<file path="src/design/rlac_div.sv">
// Restoring signed divider, truncating toward zero, one quotient bit per cycle.
// Depends on nothing; used by the top level for the final ratio.
module rlac_div #(
  parameter int W = 85
) (
  input  logic                clk,
  input  logic                rst_n,
  input  logic                start,
  input  logic signed [W-1:0] num,
  input  logic signed [W-1:0] den,
  output logic                done,
  output logic signed [W-1:0] quo
);

  localparam int CNTW = $clog2(W);

  logic [W-1:0]    ua_r;
  logic [W-1:0]    ud_r;
  logic [W:0]      rem_r;
  logic [CNTW-1:0] cnt_r;
  logic            neg_r;
  logic            busy_r;
  logic            done_r;
  logic [W:0]      trial;
  logic            qbit;

  assign trial = {rem_r[W-1:0], ua_r[W-1]};
  assign qbit  = (trial >= {1'b0, ud_r});

  always_ff @(posedge clk) begin
    if (!rst_n) begin
      busy_r <= 1'b0;
      done_r <= 1'b0;
    end else begin
      done_r <= 1'b0;
      if (start) begin
        neg_r  <= num[W-1] ^ den[W-1];
        ua_r   <= num[W-1] ? -num : num;
        ud_r   <= den[W-1] ? -den : den;
        rem_r  <= '0;
        cnt_r  <= '0;
        busy_r <= 1'b1;
      end else if (busy_r) begin
        rem_r <= qbit ? (trial - {1'b0, ud_r}) : trial;
        ua_r  <= {ua_r[W-2:0], qbit};
        if (cnt_r == CNTW'(W - 1)) begin
          busy_r <= 1'b0;
          done_r <= 1'b1;
        end else begin
          cnt_r <= cnt_r + 1'b1;
        end
      end
    end
  end

  assign done = done_r;
  assign quo  = neg_r ? -ua_r : ua_r;

endmodule

</file>
<file path="config.mk">
export PLATFORM = sky130hd
export DESIGN_NAME = rlac_div
export DESIGN_NICKNAME = d
export VERILOG_FILES = /design/src/design/rlac_div.sv
export SDC_FILE = /design/constraint.sdc
export NUM_CORES = 1
export LEC_CHECK = 0
export BUFFER_PORTS_ARGS = -buffer_cell sky130_fd_sc_hd__buf_2
export CAP_MARGIN = 0
export CORE_MARGIN = 10
export CORE_UTILIZATION = 50
export CTS_CLUSTER_DIAMETER = 120
export DETAILED_ROUTE_END_ITERATION = 12
export PLACE_DENSITY = 0.7
export SLEW_MARGIN = 20
export SYNTH_ARGS = -nofsm -noshare
export SYNTH_HDL_FRONTEND = slang
export SYNTH_SLANG_ARGS = --single-unit
</file>
<file path="constraint.sdc">
create_clock -name clk -period 12.3 [get_ports clk]
set_clock_uncertainty 0.1 [all_clocks]
set_input_delay 1.23 -clock clk [delete_from_list [all_inputs] [get_ports clk]]
set_output_delay 1.23 -clock clk [all_outputs]
set_load 0.1 [all_outputs]
</file>
==> results of run 1 <==
-- through the flow --
step | hold WS [ns] | instance area (sq um) | setup WS [ns]
after detailed placement | 0.356 | 22800 | 6.80
after floorplan | 0.315 | 21100 | 5.73
after CTS | 0.376 | 23800 | 6.17
after global routing | 0.382 | 23800 | 5.81
after global placement | 0.354 | 22700 | 6.92
final | 0.361 | 23800 | 6.13
-- kinds of logic (layout without fill, tap and decap cells) --
logic type                 Yosys count  count (layout)  synth area share
AOI/OAI and AO/OA                  680             680             0.200
xor gates and xnor gates           333             333             0.138
adders and majority gates           91              91            0.0544
buffers and inverters              235             452            0.0428
DFF                                265             265             0.376
muxes                               20              20           0.00955
other                                0               5                 0
and+or+nand+nor                    785             785             0.179
-- routing by layer --
| layer | part of all wire | track usage |
|---|---|---|
| met1 | 0.44 | 0.307 |
| met2 | 0.47 | 0.387 |
| met3 | 0.057 | 0.0310 |
| met4 | 0.037 | 0.0926 |
| met5 | 0 | 0 |
-- critical path, cell delays in order (launching register included) --
cell and delay (ns):
edfxtp_1 0.45, or4_1 0.61, nor4_2 0.56, nand3_1 0.37, or2_1 0.34, nand2b_1 0.21
or2_1 0.30, or3_1 0.38, o31ai_1 0.34, xnor2_1 0.22, buf_2 0.48
-- cells in the final DEF (no fill, tap or decap), types with 18 or more instances in the layout --
| cell type | Yosys | final |
|---|---|---|
| o31ai_1 | 58 | 58 |
| nor3_1 | 48 | 48 |
| clkbuf_16 | 0 | 31 |
| o21ai_0 | 167 | 167 |
| ha_1 | 90 | 90 |
| o41ai_1 | 35 | 35 |
| xnor2_1 | 199 | 199 |
| nand2b_1 | 22 | 22 |
| buf_2 | 14 | 257 |
| o21bai_1 | 18 | 18 |
| nor4_1 | 23 | 22 |
| a21o_1 | 34 | 34 |
| xor2_1 | 134 | 134 |
| edfxtp_1 | 263 | 263 |
| inv_1 | 126 | 126 |
| nand3_1 | 37 | 37 |
| nand2_1 | 185 | 185 |
| a21oi_1 | 260 | 260 |
| or3_1 | 39 | 39 |
| or4_1 | 25 | 25 |
| mux2i_1 | 19 | 19 |
| nand4_1 | 33 | 33 |
| nor2_1 | 293 | 293 |
-- registers in the layout, summed over array words and instances, names as in the netlist --
name	cells
rem_r	85
busy_r	1
ud_r	85
ua_r	85
cnt_r	7
done	1
neg_r	1
-- how the worst max path moves through the flow --
| stage | to | slack [ns] | depth (start not counted) |
|---|---|---|---|
| floorplan | cnt_r[0]$_SDFFCE_PP0P_ | 5.73 | 4 |
| global placement | quo[84] | 6.92 | 11 |
| detailed placement | quo[67] | 6.80 | 9 |
| CTS | quo[84] | 6.17 | 10 |
| global route | quo[77] | 5.81 | 9 |
| finish | quo[84] | 6.13 | 10 |
-- power groups by stage --
stage	Combinational [mW]	Sequential [mW]	Clock, mW
3_5_place_dp	1.27	1.18	0
2_1_floorplan	0.989	1.17	0
3_3_place_gp	1.26	1.18	0
6_report	1.29	1.16	0.926
4_1_cts	1.28	1.16	0.946
5_1_grt	1.40	1.17	0.974
-- cell usage after synthesis (5+ instances only) --
master	n
nor2_1	293
edfxtp_1	263
a21oi_1	260
xnor2_1	199
nand2_1	185
o21ai_0	167
xor2_1	134
inv_1	126
clkbuf_1	90
ha_1	90
o31ai_1	58
nor3_1	48
or3_1	39
nand3_1	37
o41ai_1	35
a21o_1	34
nand4_1	33
or4_1	25
nor4_1	23
nand2b_1	22
mux2i_1	19
o21bai_1	18
o21a_1	16
a211oi_1	15
buf_2	14
or2_2	12
and2_1	11
a31oi_1	10
and3_1	10
o211ai_1	8
nand3b_1	7
nor2b_1	7
a22o_1	6
a221oi_1	5
a31o_2	5
nor3_2	5
o41ai_2	5
or4_4	5
-- cell type report --
| type | instances | share of cell area |
|---|---|---|
| multi-input combinational | 1909 | 0.516 |
| timing repair buffer | 270 | 0.0585 |
| inverter | 126 | 0.0199 |
| clock inverter | 13 | 0.00726 |
| clock buffer | 43 | 0.0354 |
| tap | 539 | 0.0284 |
| antenna | 5 | 0.000526 |
| sequential | 265 | 0.334 |
==> flow_summary.yaml, run 1 <==
outcome:
  status: "finished clean"
route:
  wl_per_cell_microns: 19.6
  post-route-drc-count: 0
  routed_wl_mm: 62.2
  first_pass_iters: 6
  ant_nets: 0
  viasPerCell: 5.92
  dr.first_iter.drc_count: 1442
  vias: 18780
sta:
  fin_crit_sh: 0.501
  finalSetupViolations: 0
  fin_crit_ns: 6.17
  maxSlewViolCount: 0
  hold_viol: 0
  slew_headroom: 0.314
  tightest_slew_ns: 1.03
  fin_setup_tns_ns: 0
  max_freq_mhz: 162
  rsz0062_at_grt: "false"
hold_path:
  hold_depth: 2
  min_from: "busy_r$_SDFF_PN0_"
  min_to: "done$_SDFF_PP0_"
  hold_path_class: "reg -> reg"
global_routing:
  grt_util_all_layers: 0.235
  grt_pass1_vias: 18675
  grt_start_max_net_pins: 102
  overflow: 0
  grt_pass1_wl_mm: 98.1
  grt_antenna_before_repair: 5
setup_path:
  r2r_slack_ns: 6.82
  crit_path_start_kind: "flip-flop"
  cp.arrival_ns: 4.84
  r2r-end: "rem_r[83]$_SDFFCE_PP0P_"
  path_class: "reg -> out"
  end_kind: "output pin"
  critPathLaunch: "ua_r[12]$_DFFE_PP_"
  cp.required_ns: 10.97
  crit_fanout: 7
  reg2reg_from: "ua_r[84]$_DFFE_PP_"
  r2r_cells: 15
final_layout:
  fillCellCount: 3854
  multi_input_area_sq_um: 12300
  area_growth_pct: 12.8
  drive_above_1_share: 0.141
  seqCellArea_sq_um: 7940
  final_util: 0.568
  nNetsFinal: 2866
  instances_no_fill: 3170
pwr:
  p_clk_frac: 0.274
  intPower_mw: 2.06
  p_switching_mw: 1.32
  p_total_mw: 3.38
  comb_power_share: 0.381
  peakVddDrop_mv: 0.0929
  sequentialPowerShare: 0.344
  power.leakage_nw: 9.08
  powerDensity_nw_per_um2: 142
  p_sw_frac: 0.391
place:
  dp_hpwl_mm: 47.7
  dp_cells: 3109
  globalplace.congestion: 0.945
  portBuffers: 258
clocking:
  root_buffer: "clkbuf_16"
  cts-buffers-inserted: 30
  clock_path_buffers: 3
  post_cts_buffers: 0
  hold_buffers: 0
  cts_tree: "yes"
  cts_resized: 0
  clock_sinks: 265
  path_clk_slew_ns: 0.06
  clk_latency_ns: 0.58
  htree_num_levels: 1
synthesis:
  synth-edff-count: 263
  synth_top_area_cell: "edfxtp_1"
  synthArstFlopShare: 0
  syn_area_sq_um: 21100
  avgSynthCellArea_sq_um: 8.75
  synth_area_leaders: "edfxtp_1 (37%), xnor2_1 (8.3%), a21oi_1 (6.2%), xor2_1 (5.6%), ha_1 (5.3%)"
  synth_top_area_frac: 0.375
  synth_cells: 2409
  yosysSeqAreaShare: 0.376
  ys.flop_type: "edfxtp_1"
  synth.ff_latch_count: 265
  synth_cell_types: 81
  ys_warn_count: 0
  syn-num-nets: 2673
floorplanning:
  die_y_microns: 225
  num_rows: 75
  core_sq_um: 41900
  die_w_microns: 225
  die_area_sq_um: 50800
  start_util: 0.504
  io_pins: 259
job:
  maxCapViolations: 0
Power figures use the tool's default switching activity.
==> run 2, diff against run 1 <==
clock period = 6.4 ns   (was 12.3 ns; I/O delays follow)
==> run 2 against run 1 <==
  * Clock power rose by 110%
  * Combinational power rose by 91%
  * First-iteration DRC count rose by 3.1%
  * Largest cell class unchanged
  * Largest power group unchanged
  * Highest routed layer unchanged
==> flow_summary.yaml, run 2 (synthesis gave the netlist of run 1 again) <==
outcome:
  status: "finished clean"
sta:
  slew_headroom: 0.208
  maxSlewViolCount: 0
  hold-worst-slack_ns: 0.215
  fin_setup_tns_ns: 0
  rsz0062_at_grt: "false"
  hold_viol: 0
  finalSetupViolations: 0
  fin_crit_sh: 0.883
  max_freq_mhz: 177
  tightest_slew_ns: 1.18
  fin_crit_ns: 5.65
clocking:
  path_clk_slew_ns: 0.06
  clk_latency_ns: 0.58
  hold_buffers: 0
  clock_sinks: 265
  htree_num_levels: 1
  root_buffer: "clkbuf_16"
  cts_tree: "yes"
  cts_resized: 0
  clock_path_buffers: 3
  cts-buffers-inserted: 31
  post_cts_buffers: 0
global_routing:
  grt_antenna_before_repair: 8
  overflow: 0
  grt_pass1_wl_mm: 98.7
  grt_util_all_layers: 0.238
  grt_start_max_net_pins: 112
  grt_pass1_vias: 18601
final_layout:
  top_regs: "rem_r: 85 flops, ua_r: 85 flops, ud_r: 85 flops"
  instances_no_fill: 3176
  area_growth_pct: 13.3
  final_cell_mix: "nor2_1 (293), edfxtp_1 (263), a21oi_1 (260), buf_2 (257), xnor2_1 (199)"
  seqCellArea_sq_um: 7940
  fillCellCount: 3813
  nNetsFinal: 2867
  multi_input_area_sq_um: 12300
  drive_above_1_share: 0.143
  final_common_cell: "nor2_1"
pwr:
  power.leakage_nw: 9.12
  peakVddDrop_mv: 0.213
  powerDensity_nw_per_um2: 279
floorplanning:
  num_rows: 75
  die_w_microns: 225
  start_util: 0.504
  core_sq_um: 41900
  io_pins: 259
  die_area_sq_um: 50800
  die_y_microns: 225
route:
  routed_wl_mm: 63.0
  post-route-drc-count: 0
  first_pass_iters: 6
  viasPerCell: 5.93
  vias: 18830
  dr.first_iter.drc_count: 1486
  ant_nets: 0
  wl_per_cell_microns: 19.8
job:
  maxCapViolations: 0
setup_path:
  crit_path_start_kind: "flip-flop"
  path_class: "reg -> out"
  crit_fanout: 7
  cp.required_ns: 5.66
  cp.arrival_ns: 4.91
  end_kind: "output pin"
place:
  dp_hpwl_mm: 48.1
  globalplace.congestion: 0.919
  dp_cells: 3109
  portBuffers: 258
hold_path:
  hold_path_class: "in -> reg"
-- run 2: cell count changes in the layout (fill, tap and decap cells not counted), sizes merged --
cell	previous run	this run
diode	5	9
inv	126	127
bufinv	4	7
clkbuf	43	37
clkinvlp	2	5
clkinv	7	8
-- run 2: final timing paths --
| kind | startpoint | to | slack (ns) | cells past startpoint |
|---|---|---|---|---|
| min reg2reg | busy_r$_SDFF_PN0_ | done$_SDFF_PP0_ | 0.36 | 2 |
| max | ua_r[13]$_DFFE_PP_ | quo[84] | 0.75 | 10 |
| min | rst_n | done$_SDFF_PP0_ | 0.21 | 3 |
| max reg2reg | rem_r[33]$_SDFFCE_PP0P_ | rem_r[83]$_SDFFCE_PP0P_ | 1.11 | 11 |
-- run 2: report_power, final --
part | internal, mW | total, mW | switching, mW
Combinational | 0.752 | 2.47 | 1.71
Sequential | 2.13 | 2.24 | 0.114
Clock | 1.18 | 1.95 | 0.763
-- run 2: layer usage --
metal  vias up  wire length [microns]  GRT usage
met5         -                      0          0
met4         0                   2200     0.0915
met3       111                   3580     0.0303
met2       620                  29500      0.394
met1      8933                  27700      0.313
li1       9166                      -          -
-- run 2: final cells by class --
| type | instances | area share |
|---|---|---|
| clock inverter | 21 | 0.0126 |
| tap | 539 | 0.0282 |
| antenna | 9 | 0.000943 |
| sequential | 265 | 0.332 |
| inverter | 126 | 0.0198 |
| multi-input combinational | 1909 | 0.514 |
| clock buffer | 37 | 0.0338 |
| timing repair buffer | 270 | 0.0581 |
-- run 2: per-stage QoR --
stage | utilization | total power, mW | worst slack [ns] | instance area [sq um]
after CTS | 0.570 | 6.67 | 0.837 | 23900
after detailed placement | 0.544 | 4.71 | 1.17 | 22700
final | 0.571 | 6.65 | 0.748 | 23900
after global placement | 0.544 | 4.68 | 1.31 | 22700
after global routing | 0.571 | 6.98 | 0.477 | 23900
after floorplan | - | 4.14 | 0.420 | 21100
-- run 2: worst max-delay path: stages (launching register included) --
cell,delay (ns)
edfxtp_1,0.42
or4_1,0.64
nor4_2,0.62
nand3_1,0.38
or2_1,0.35
nand2b_1,0.21
or2_1,0.30
or3_1,0.38
o31ai_1,0.36
xnor2_1,0.17
buf_2,0.48
